===== src/hw/rtl/sseg_pkg.sv =====
`timescale 1ns / 1ps
// ----------------------------------------------------------------------------
// sseg_pkg
// Shared constants, segment step table and decimal helpers for the
// seven-segment scanner.
// ----------------------------------------------------------------------------
package sseg_pkg;

    localparam int MAX_DIGITS_DEF = 4;
    localparam int SEGMENT_STEPS  = 7;
    localparam int VALUE_W        = 16;
    localparam int DIGIT_W        = 4;
    localparam int COUNT_W        = 3;
    localparam int SELECT_W       = 4;
    localparam int SEG_W          = 8;
    localparam int STEP_W         = 3;

    localparam logic [COUNT_W-1:0] COUNT_RESET = 3'd4;
    localparam logic [SEG_W-1:0]   ALL_OFF     = 8'hFF;
    localparam logic [STEP_W-1:0]  STEP_BLANK  = 3'(SEGMENT_STEPS);
    localparam logic [DIGIT_W-1:0] DIGIT_MAX   = 4'd9;

    // reciprocal of ten, exact for 16-bit operands
    localparam logic [VALUE_W-1:0] RECIP_TEN = 16'd52429;
    localparam int                 RECIP_SH  = 19;

    typedef logic [SEG_W-1:0]   t_seg;
    typedef logic [DIGIT_W-1:0] t_digit;

    localparam t_seg SEG_TABLE [10][SEGMENT_STEPS] = '{
        '{8'hDF, 8'hBF, 8'hFB, 8'hF7, 8'hEF, 8'hFE, 8'hFF},
        '{8'hBF, 8'hFB, 8'hFF, 8'hFF, 8'hFF, 8'hFF, 8'hFF},
        '{8'hDF, 8'hBF, 8'hFD, 8'hEF, 8'hF7, 8'hFF, 8'hFF},
        '{8'hDF, 8'hBF, 8'hFD, 8'hFB, 8'hF7, 8'hFF, 8'hFF},
        '{8'hFE, 8'hFD, 8'hBF, 8'hFB, 8'hFF, 8'hFF, 8'hFF},
        '{8'hDF, 8'hFE, 8'hFD, 8'hFB, 8'hF7, 8'hFF, 8'hFF},
        '{8'hDF, 8'hFB, 8'hF7, 8'hEF, 8'hFE, 8'hFD, 8'hFF},
        '{8'hDF, 8'hBF, 8'hFB, 8'hFF, 8'hFF, 8'hFF, 8'hFF},
        '{8'hDF, 8'hBF, 8'hFB, 8'hF7, 8'hEF, 8'hFE, 8'hFD},
        '{8'hDF, 8'hBF, 8'hFB, 8'hF7, 8'hFE, 8'hFD, 8'hFF}
    };

    function automatic logic [VALUE_W-1:0] div10(input logic [VALUE_W-1:0] v);
        logic [2*VALUE_W-1:0] p;
        p = {{VALUE_W{1'b0}}, v} * {{VALUE_W{1'b0}}, RECIP_TEN};
        return VALUE_W'(p >> RECIP_SH);
    endfunction

    function automatic t_digit rem10(input logic [VALUE_W-1:0] v,
                                     input logic [VALUE_W-1:0] q);
        logic [VALUE_W-1:0] r;
        r = v - (q << 3) - (q << 1);
        return DIGIT_W'(r);
    endfunction

    function automatic t_seg seg_lookup(input t_digit d, input logic [STEP_W-1:0] s);
        t_seg res;
        res = ALL_OFF;
        if (d <= DIGIT_MAX && s < STEP_BLANK) begin
            res = SEG_TABLE[d][s];
        end
        return res;
    endfunction

endpackage


===== src/hw/rtl/sseg_digit_split.sv =====
`timescale 1ns / 1ps
// ----------------------------------------------------------------------------
// sseg_digit_split
// Pipelined decimal splitter: one divide-by-ten per stage, stallable,
// a beat may enter every cycle.
// ----------------------------------------------------------------------------
module sseg_digit_split #(
    parameter int MAX_DIGITS = sseg_pkg::MAX_DIGITS_DEF
) (
    input  logic                                  i_clk,
    input  logic                                  i_rst_n,
    input  logic                                  i_valid,
    input  logic [sseg_pkg::VALUE_W-1:0]          i_value,
    output logic                                  o_ready,
    output logic                                  o_valid,
    output logic [MAX_DIGITS-1:0][sseg_pkg::DIGIT_W-1:0] o_digits,
    input  logic                                  i_take
);
    import sseg_pkg::*;

    logic                                   r_vld [MAX_DIGITS];
    logic [VALUE_W-1:0]                     r_rem [MAX_DIGITS];
    logic [VALUE_W-1:0]                     r_quo [MAX_DIGITS];
    logic [MAX_DIGITS-1:0][DIGIT_W-1:0]     r_dig [MAX_DIGITS];
    logic [MAX_DIGITS-1:0][DIGIT_W-1:0]     n_dig [MAX_DIGITS];
    logic [MAX_DIGITS-1:0]                  adv;

    always_comb begin
        adv[MAX_DIGITS-1] = !r_vld[MAX_DIGITS-1] || i_take;
        for (int j = MAX_DIGITS - 2; j >= 0; j--) begin
            adv[j] = !r_vld[j] || adv[j+1];
        end
    end

    always_comb begin
        n_dig[0] = '0;
        for (int j = 1; j < MAX_DIGITS; j++) begin
            n_dig[j]      = r_dig[j-1];
            n_dig[j][j-1] = rem10(r_rem[j-1], r_quo[j-1]);
        end
    end

    always_ff @(posedge i_clk) begin
        if (!i_rst_n) begin
            for (int j = 0; j < MAX_DIGITS; j++) begin
                r_vld[j] <= 1'b0;
            end
        end else begin
            if (adv[0]) begin
                r_vld[0] <= i_valid;
            end
            for (int j = 1; j < MAX_DIGITS; j++) begin
                if (adv[j]) begin
                    r_vld[j] <= r_vld[j-1];
                end
            end
        end
    end

    always_ff @(posedge i_clk) begin
        if (adv[0]) begin
            r_rem[0] <= i_value;
            r_quo[0] <= div10(i_value);
            r_dig[0] <= n_dig[0];
        end
        for (int j = 1; j < MAX_DIGITS; j++) begin
            if (adv[j]) begin
                r_rem[j] <= r_quo[j-1];
                r_quo[j] <= div10(r_quo[j-1]);
                r_dig[j] <= n_dig[j];
            end
        end
    end

    always_comb begin
        o_digits               = r_dig[MAX_DIGITS-1];
        o_digits[MAX_DIGITS-1] = rem10(r_rem[MAX_DIGITS-1], r_quo[MAX_DIGITS-1]);
    end

    assign o_valid = r_vld[MAX_DIGITS-1];
    assign o_ready = adv[0];

endmodule


===== src/hw/rtl/seven_segment_segment_scan_top.sv =====
`timescale 1ns / 1ps
// ----------------------------------------------------------------------------
// seven_segment_segment_scan_top
// Splits a 16-bit value into decimal digits and scans them out to a
// multiplexed seven-segment display, eight active-low steps per display.
// Scanning: one step a cycle; runs follow each other with no gap, the
//   splitter pipeline takes new values while a run is being scanned.
// Reset: synchronous active-low; clears all valid bits and the scanner,
//   display_count returns to 4. The receiver cannot stall the strobe.
// ----------------------------------------------------------------------------
module seven_segment_segment_scan_top #(
    parameter int MAX_DIGITS = sseg_pkg::MAX_DIGITS_DEF
) (
    input  logic                            i_clk,
    input  logic                            i_rst_n,
    input  logic                            start,
    output logic                            busy,
    input  logic [sseg_pkg::VALUE_W-1:0]    i_value,
    input  logic                            i_cfg_we,
    input  logic [sseg_pkg::COUNT_W-1:0]    i_cfg_wdata,
    output logic                            o_strobe,
    output logic [sseg_pkg::SELECT_W-1:0]   o_digit_select,
    output logic [sseg_pkg::SEG_W-1:0]      o_segment_pattern,
    output logic                            o_last_of_run
);
    import sseg_pkg::*;

    localparam int DISP_W = (MAX_DIGITS > 1) ? $clog2(MAX_DIGITS) : 1;
    localparam logic [COUNT_W-1:0] COUNT_MAX = COUNT_W'(MAX_DIGITS);

    logic [COUNT_W-1:0]                 r_display_count;
    logic                               split_ready;
    logic                               split_valid;
    logic [MAX_DIGITS-1:0][DIGIT_W-1:0] split_digits;
    logic                               load;

    logic                               r_active, n_active;
    logic [DISP_W-1:0]                  r_disp, n_disp;
    logic [STEP_W-1:0]                  r_step, n_step;
    logic [COUNT_W-1:0]                 r_count, n_count;
    logic [MAX_DIGITS-1:0][DIGIT_W-1:0] r_digits, n_digits;

    logic                               r_strobe;
    logic [SELECT_W-1:0]                r_sel;
    logic [SEG_W-1:0]                   r_seg;
    logic                               r_last;

    logic [COUNT_W-1:0]                 eff_count;
    logic                               run_end;
    logic                               disp_end;
    logic [SELECT_W-1:0]                cur_sel;
    logic [SEG_W-1:0]                   cur_seg;

    always_ff @(posedge i_clk) begin
        if (!i_rst_n) begin
            r_display_count <= COUNT_RESET;
        end else if (i_cfg_we) begin
            r_display_count <= i_cfg_wdata;
        end
    end

    sseg_digit_split #(
        .MAX_DIGITS (MAX_DIGITS)
    ) u_split (
        .i_clk    (i_clk),
        .i_rst_n  (i_rst_n),
        .i_valid  (start),
        .i_value  (i_value),
        .o_ready  (split_ready),
        .o_valid  (split_valid),
        .o_digits (split_digits),
        .i_take   (load)
    );

    assign busy = !split_ready;

    assign eff_count = (r_display_count > COUNT_MAX) ? COUNT_MAX : r_display_count;
    assign disp_end  = (r_step == STEP_BLANK);
    assign run_end   = disp_end && (r_disp == DISP_W'(r_count - 3'd1));
    assign load      = split_valid && (!r_active || run_end);

    assign cur_sel = SELECT_W'(~(4'b0001 << r_disp));
    assign cur_seg = disp_end ? ALL_OFF : seg_lookup(r_digits[r_disp], r_step);

    always_comb begin
        n_active = r_active;
        n_disp   = r_disp;
        n_step   = r_step;
        n_count  = r_count;
        n_digits = r_digits;
        if (load) begin
            // a count of zero swallows the beat with no steps
            n_active = (eff_count != '0);
            n_disp   = '0;
            n_step   = '0;
            n_count  = eff_count;
            n_digits = split_digits;
        end else if (r_active) begin
            if (run_end) begin
                n_active = 1'b0;
            end else if (disp_end) begin
                n_step = '0;
                n_disp = r_disp + 1'b1;
            end else begin
                n_step = r_step + 1'b1;
            end
        end
    end

    always_ff @(posedge i_clk) begin
        if (!i_rst_n) begin
            r_active <= 1'b0;
            r_strobe <= 1'b0;
        end else begin
            r_active <= n_active;
            r_strobe <= r_active;
        end
    end

    always_ff @(posedge i_clk) begin
        r_disp   <= n_disp;
        r_step   <= n_step;
        r_count  <= n_count;
        r_digits <= n_digits;
        r_sel    <= cur_sel;
        r_seg    <= cur_seg;
        r_last   <= run_end;
    end

    assign o_strobe          = r_strobe;
    assign o_digit_select    = r_sel;
    assign o_segment_pattern = r_seg;
    assign o_last_of_run     = r_last;

    a_sel_one_cold: assert property (@(posedge i_clk) disable iff (!i_rst_n)
        o_strobe |-> $onehot(~o_digit_select))
        else $error("digit select not one-cold");

    a_last_is_blank: assert property (@(posedge i_clk) disable iff (!i_rst_n)
        (o_strobe && o_last_of_run) |-> (o_segment_pattern == ALL_OFF))
        else $error("end of run on a non-blank step");

    a_run_end_strobe: assert property (@(posedge i_clk) disable iff (!i_rst_n)
        (r_active && run_end) |=> (o_strobe && o_last_of_run))
        else $error("run end not flagged");

    a_reset_quiet: assert property (@(posedge i_clk)
        !i_rst_n |=> !o_strobe)
        else $error("strobe after reset");

endmodule

===== config.mk =====
export PLATFORM = sky130hd
export DESIGN_NAME = seven_segment_segment_scan_top
export DESIGN_NICKNAME = d
export VERILOG_FILES = /design/src/hw/rtl/sseg_pkg.sv /design/src/hw/rtl/sseg_digit_split.sv /design/src/hw/rtl/seven_segment_segment_scan_top.sv
export SDC_FILE = /design/constraint.sdc
export NUM_CORES = 1
export LEC_CHECK = 0
export BUFFER_PORTS_ARGS = -buffer_cell sky130_fd_sc_hd__buf_2
export CAP_MARGIN = 40
export CORE_ASPECT_RATIO = 0.8
export CORE_UTILIZATION = 55
export CTS_CLUSTER_SIZE = 25
export DETAILED_ROUTE_END_ITERATION = 8
export PLACE_DENSITY = 0.74
export SLEW_MARGIN = 5
export SYNTH_ARGS = -nofsm -noshare
export SYNTH_HDL_FRONTEND = slang
export SYNTH_SLANG_ARGS = --single-unit

===== constraint.sdc =====
create_clock -name i_clk -period 5.6 [get_ports i_clk]
set_input_delay 1.12 -clock i_clk [delete_from_list [all_inputs] [get_ports i_clk]]
set_output_delay 1.12 -clock i_clk [all_outputs]
set_load 0.005 [all_outputs]

==> Word-level counts from Yosys, hierarchy flattened <==
Memories as Yosys holds them, arrays and structs flattened. A register that Yosys moved wholly into a read port is not among the register bits.
Index checks and enable logic that the tools add are counted.
{ "totals": {"latchBits": 0, "memories": 5, "mem_bits_ro": 896, "out_inout_bits": 15, "wordCells": 99, "regBits": 29, "mem_bits_rw": 184} }
{ "classes": {"n_reduce_logical": 18, "mul": 4, "add_sub_neg": 11, "mux": 33, "shifts": 1, "order_cmp": 6, "eq_ne": 2, "n_bitwise": 9, "n_div": 0} }
{ "memory_table": {"columns": ["memory", "depth", "width", "read_ports", "rd_clocked_by_memory_dff", "write_ports", "line", "rtl"], "rows": [
  ["(no name shown)", 16, 56, 1, 0, 0, "sseg_pkg.sv:60", "res = SEG_TABLE[d][s];"],
  ["u_split.r_dig", 4, 16, 4, 1, 4, "sseg_digit_split.sv:24", "logic [MAX_DIGITS-1:0][DIGIT_W-1:0] r_dig [MAX_DIGITS];"],
  ["u_split.r_rem", 4, 16, 4, 0, 4, "sseg_digit_split.sv:22", "logic [VALUE_W-1:0] r_rem [MAX_DIGITS];"],
  ["u_split.r_quo", 4, 13, 4, 0, 4, "sseg_digit_split.sv:23", "logic [VALUE_W-1:0] r_quo [MAX_DIGITS];"],
  ["u_split.r_vld", 4, 1, 4, 0, 4, "sseg_digit_split.sv:21", "logic r_vld [MAX_DIGITS];"]
]} }
{ "op_table": {"columns": ["op", "count"], "rows": [
  ["$mul 16x16->32 const B", 4],
  ["$mux 56", 2],
  ["$sub 4x4->4", 8],
  ["$bmux 8 s3", 1],
  ["$mux 1", 24],
  ["$mux 8", 2],
  ["$bmux 4 s2", 1],
  ["$logic_not 1->1", 6],
  ["$mux 3", 2],
  ["$ge 5x5->1 const B", 1],
  ["$logic_or 1x1->1", 5],
  ["$not 4->5", 1],
  ["$ge 4x4->1 const B", 1],
  ["$le 4x4->1 const B", 1],
  ["$mux 4", 1],
  ["$not 3->4", 1],
  ["$not 4->4", 1],
  ["$or 1x1->1", 4],
  ["$shl 1x2->4 const A", 1],
  ["$add 3x1->3 const B", 1],
  ["$eq 3x3->1 const B", 1],
  ["$gt 3x3->1 const B", 1],
  ["$logic_and 1x1->1", 3],
  ["$lt 2x3->1 const B", 1],
  ["9 further kinds", 10]
]} }

==> Longest topological paths before layout <==
{ "logic_depth": {"word_depth": 13, "depth_mapped": 21} }

==> Modules after synthesis <==
Synthesis repeated with hierarchy kept, for this count alone.
{ "unflattened": {"hier_cells": 1831, "hier_area_um2": 19632.6} }
{ "modules_own_cells": {"columns": ["module", "instances", "area_each_um2", "cells_per_inst"], "rows": [
  ["sseg_digit_split", 1, 17754.5, 1665],
  ["seven_segment_segment_scan_top", 1, 1878.1, 166]
]} }

==> Worst setup path before layout <==
Ideal clock, no wire load.
{ "synth_path": {"kind": "input -> register", "from": "input i_value[2] (netlist bit)", "to": "memory u_split.r_quo[0][7] (netlist bit), data pin", "path_buffers": 0, "required_time_ns": 5.342, "slack_ns": -0.359, "arrival_ns": 5.701, "path_stages": 18, "path_cell_list": "ha_1 > inv_1 > fa_1 > inv_1 > fa_1 > fa_1 > fa_1 > inv_1 > fa_1 > inv_1 > ha_1 > a21o_1 > a221o_1 > a221o_1 > a31oi_2 > o211ai_2 > a21oi_2 > xnor2_1"} }
{ "synth_rtl": {"columns": ["element", "line", "rtl"], "rows": [
  ["from (decl)", "seven_segment_segment_scan_top.sv:18", "input logic [sseg_pkg::VALUE_W-1:0] i_value,"],
  ["to (decl)", "sseg_digit_split.sv:23", null]
]} }

==> flow_metrics.env <==
export IMPL_dpl_cell_area_um2=21420
export IMPL_hold_viol_final=0
export IMPL_postCtsHoldBufs=0
export IMPL_die_y_um=171.5
export IMPL_syn_avg_cell_area_um2=10.56
export IMPL_drtAntennaViolNets=0
export IMPL_synth_area_um2=19750
export IMPL_die_w_um=213.9
export IMPL_wire_per_inst_um=16.80
export IMPL_cts_buffer_depth=2
export IMPL_maxSlewViolCount=0
export IMPL_seq_area_frac_synth=0.1799
export IMPL_io_pins=38
export IMPL_clock_root_buffer="clkbuf_16"
export IMPL_portBuffers=37
export IMPL_fill_cells=2707
export IMPL_ys_warn_count=0
export IMPL_timing_critical_path_arrival_ps=6000
export IMPL_crit_end="u_split.r_quo[0][7]"
export IMPL_place_gp_congestion=0.9719
export IMPL_multi_input_area_um2=14350
export IMPL_overflow=0
export IMPL_status="finished, violations left"
export IMPL_cts_tree="yes"
export IMPL_layoutNonFillerInstCount=2521
export IMPL_core_area_um2=35030
export IMPL_hold_path_class="reg -> reg"
export IMPL_critPathRequiredTime_ps=5790
export IMPL_drc=0
export IMPL_crit_path_max_fanout=4
export IMPL_seqCellArea_um2=3553
export IMPL_diodes=0
export IMPL_hold_start="u_split.r_dig[2][4]"
export IMPL_synth_ff_type="edfxtp_1"
export IMPL_clock_latency_ps=430
export IMPL_synth_edf_count=101
export IMPL_vias=13047
export IMPL_grt_total_usage=0.2475
export IMPL_grt_pass1_vias=13807
export IMPL_maxCapViolations=0
export IMPL_grt_first_pass_wirelength_um=69320
export IMPL_cts_inserted_buffers=17
export IMPL_reg2reg_to="u_split.r_quo[1][3]"
export IMPL_worst_slack_ps=-211.3
export IMPL_syn2layout_area_growth_pct=13.21
export IMPL_drive_above_1_share=0.1254
export IMPL_drt_total_wl_um=42350
export IMPL_synth_distinct_cells=64
export IMPL_final_nets=2801
export IMPL_crit_path_end_kind="flop"
export IMPL_finalInstanceArea_um2=22360
export IMPL_violations="negative setup slack"
export IMPL_grt_max_degree=22
export IMPL_relSlewSlack=0.4429
export IMPL_placed_cells=2481
export IMPL_rsz0062_at_grt="yes"
export IMPL_async_flop_share=0
export IMPL_dr_pass1_iters=5
export IMPL_path_class="in -> reg"
export IMPL_fin_crit_sh=1.038
export IMPL_h_tree_depth=4
export IMPL_fmax_mhz=172.1
export IMPL_cp_startpoint="i_value[2]"
export IMPL_dp_slack_ps=-711.2
export IMPL_dp_hpwl_um=36680
export IMPL_clock_skew_ps=10.00
export IMPL_path_clk_slew_ps=70
export IMPL_synth_seq_cells=127
export IMPL_reg2reg_slack_ps=-60
export IMPL_drt_iter0_drc=687
export IMPL_worstReg2RegStart="u_split.r_quo[0][6]"
export IMPL_clock_sinks=127
export IMPL_syn_inst=1871
export IMPL_start_kind="primary input"
export IMPL_setup_violations_final=13
export IMPL_rows=61
export IMPL_fin_crit_ps=5811
export IMPL_drt_vias_per_instance=5.175
export IMPL_die_area_um2=36680
export IMPL_synthesis_nets=2636
export IMPL_antenna_found_initial=0
export IMPL_worst_slew_pin_slew_ps=833.6
export IMPL_start_util=0.5639
export IMPL_worst_r2r_path_depth=20
## final cells by class
type,count,share of cell area
Clock buffer,17,0.01902
Clock inverter,15,0.007497
Inverter,560,0.09422
Multi-Input combinational cell,1174,0.6415
Sequential cell,127,0.1589
Tap cell,472,0.02641
Timing Repair Buffer,156,0.05248
## kinds of logic after synthesis
kind of cell,count (synthesis),synth area share
adders and majority gates,742,0.5669
DFF,127,0.1799
xor gates and xnor gates,66,0.02926
muxes,11,0.008108
and+or+nand+nor,182,0.04662
AOI/OAI and AO/OA,173,0.06062
buffers and inverters,570,0.1086
## critical path, cell delays in order
cell      delay (ps)
buf_8            110
ha_4             260
inv_2             30
fa_1             500
inv_1             50
fa_1             540
fa_1             440
fa_1             490
inv_1             50
fa_1             490
inv_2             50
ha_4             210
a21o_1           160
a221o_1          340
a221o_1          420
buf_6            160
a31oi_4          230
o211ai_2         130
a21oi_2          150
xnor2_1           70
## per-stage QoR
stage	hold slack, ps	setup TNS (ps)	util
after floorplan	400.3	-1488	-
after global placement	401.8	-7298	0.6097
after detailed placement	405.4	-8957	0.6113
after CTS	420.3	-1738	0.6332
after global routing	425.1	-3514	0.6383
final	418.2	-1074	0.6383
## worst min-delay path by stage
stage                                      to  slack (ps)  cells past startpoint
after floorplan                   r_digits[0]         400                      0
after global placement    u_split.r_dig[2][0]         400                      0
after detailed placement          r_digits[2]         410                      0
after CTS                 u_split.r_dig[3][4]         420                      0
after global routing             r_digits[10]         430                      0
final                     u_split.r_dig[3][4]         420                      0
## timing repair
action	in CTS	in global routing
setup buffers	4	4
pin swaps	27	17
setup endpoints to repair	20	31
gates resized for setup	28	33
endpoints found under the hold margin	0	0
## state kept, by name, indices dropped and copies added (netlist names)
name / flops
o_strobe: 1
u_split.r_vld: 4
o_last_of_run: 1
u_split.r_dig: 24
o_segment_pattern: 8
o_digit_select: 4
r_display_count: 3
r_count: 2
r_disp: 2
r_step: 3
u_split.r_rem: 16
r_digits: 16
u_split.r_quo: 42
r_active: 1
## placed cells by master, fill, tap and decap left out, drive strengths merged, types with 4 or more instances in the layout
cell type / netlist / final
a21oi: 49 / 49
buf: 5 / 156
inv: 560 / 567
nand2: 44 / 44
nor2b: 19 / 19
or2: 4 / 4
nor3: 9 / 9
nand3: 21 / 21
a21boi: 5 / 5
and3: 9 / 9
xnor2: 46 / 46
and2: 6 / 6
ha: 487 / 487
o211ai: 7 / 7
a31oi: 8 / 8
clkbuf: 5 / 17
edfxtp: 101 / 101
dfxtp: 26 / 26
clkinv: 0 / 7
a211oi: 6 / 6
mux4: 4 / 4
mux2i: 7 / 7
nor2: 36 / 36
nand2b: 12 / 12
o21ai: 41 / 41
fa: 255 / 255
a21o: 19 / 19
o21a: 8 / 8
nand4: 11 / 11
xor2: 20 / 20
## Yosys cell counts, types with 5 or more instances
cell type | count | area share
a211oi_1 | 6 | 0.0023
a21boi_0 | 5 | 0.0019
a21o_1 | 19 | 0.0072
a21oi_1 | 44 | 0.011
a21oi_2 | 5 | 0.0022
and2_1 | 6 | 0.0019
and3_1 | 8 | 0.0025
buf_2 | 5 | 0.0013
clkbuf_1 | 5 | 0.00095
dfxtp_1 | 26 | 0.026
edfxtp_1 | 101 | 0.15
fa_1 | 255 | 0.26
ha_1 | 487 | 0.31
inv_1 | 558 | 0.11
mux2i_1 | 7 | 0.0035
nand2_1 | 44 | 0.0084
nand2b_1 | 12 | 0.0038
nand3_1 | 20 | 0.0051
nand4_1 | 11 | 0.0035
nor2_1 | 36 | 0.0068
nor2b_1 | 19 | 0.0060
nor3_1 | 9 | 0.0023
o21a_1 | 8 | 0.0030
o21ai_0 | 36 | 0.0091
xnor2_1 | 46 | 0.020
xor2_1 | 20 | 0.0089
## routing by layer
metal  up-vias  GRT usage  part of all wire
met5         -          0                 0
met4         0    0.04876             0.011
met3        34    0.05605             0.064
met2       286     0.3948              0.45
met1      6389     0.3459              0.47
li1       6338          -                 -
Power is not shown: default switching activity piles up to over one toggle a cycle in this logic, so the estimate is an artifact.
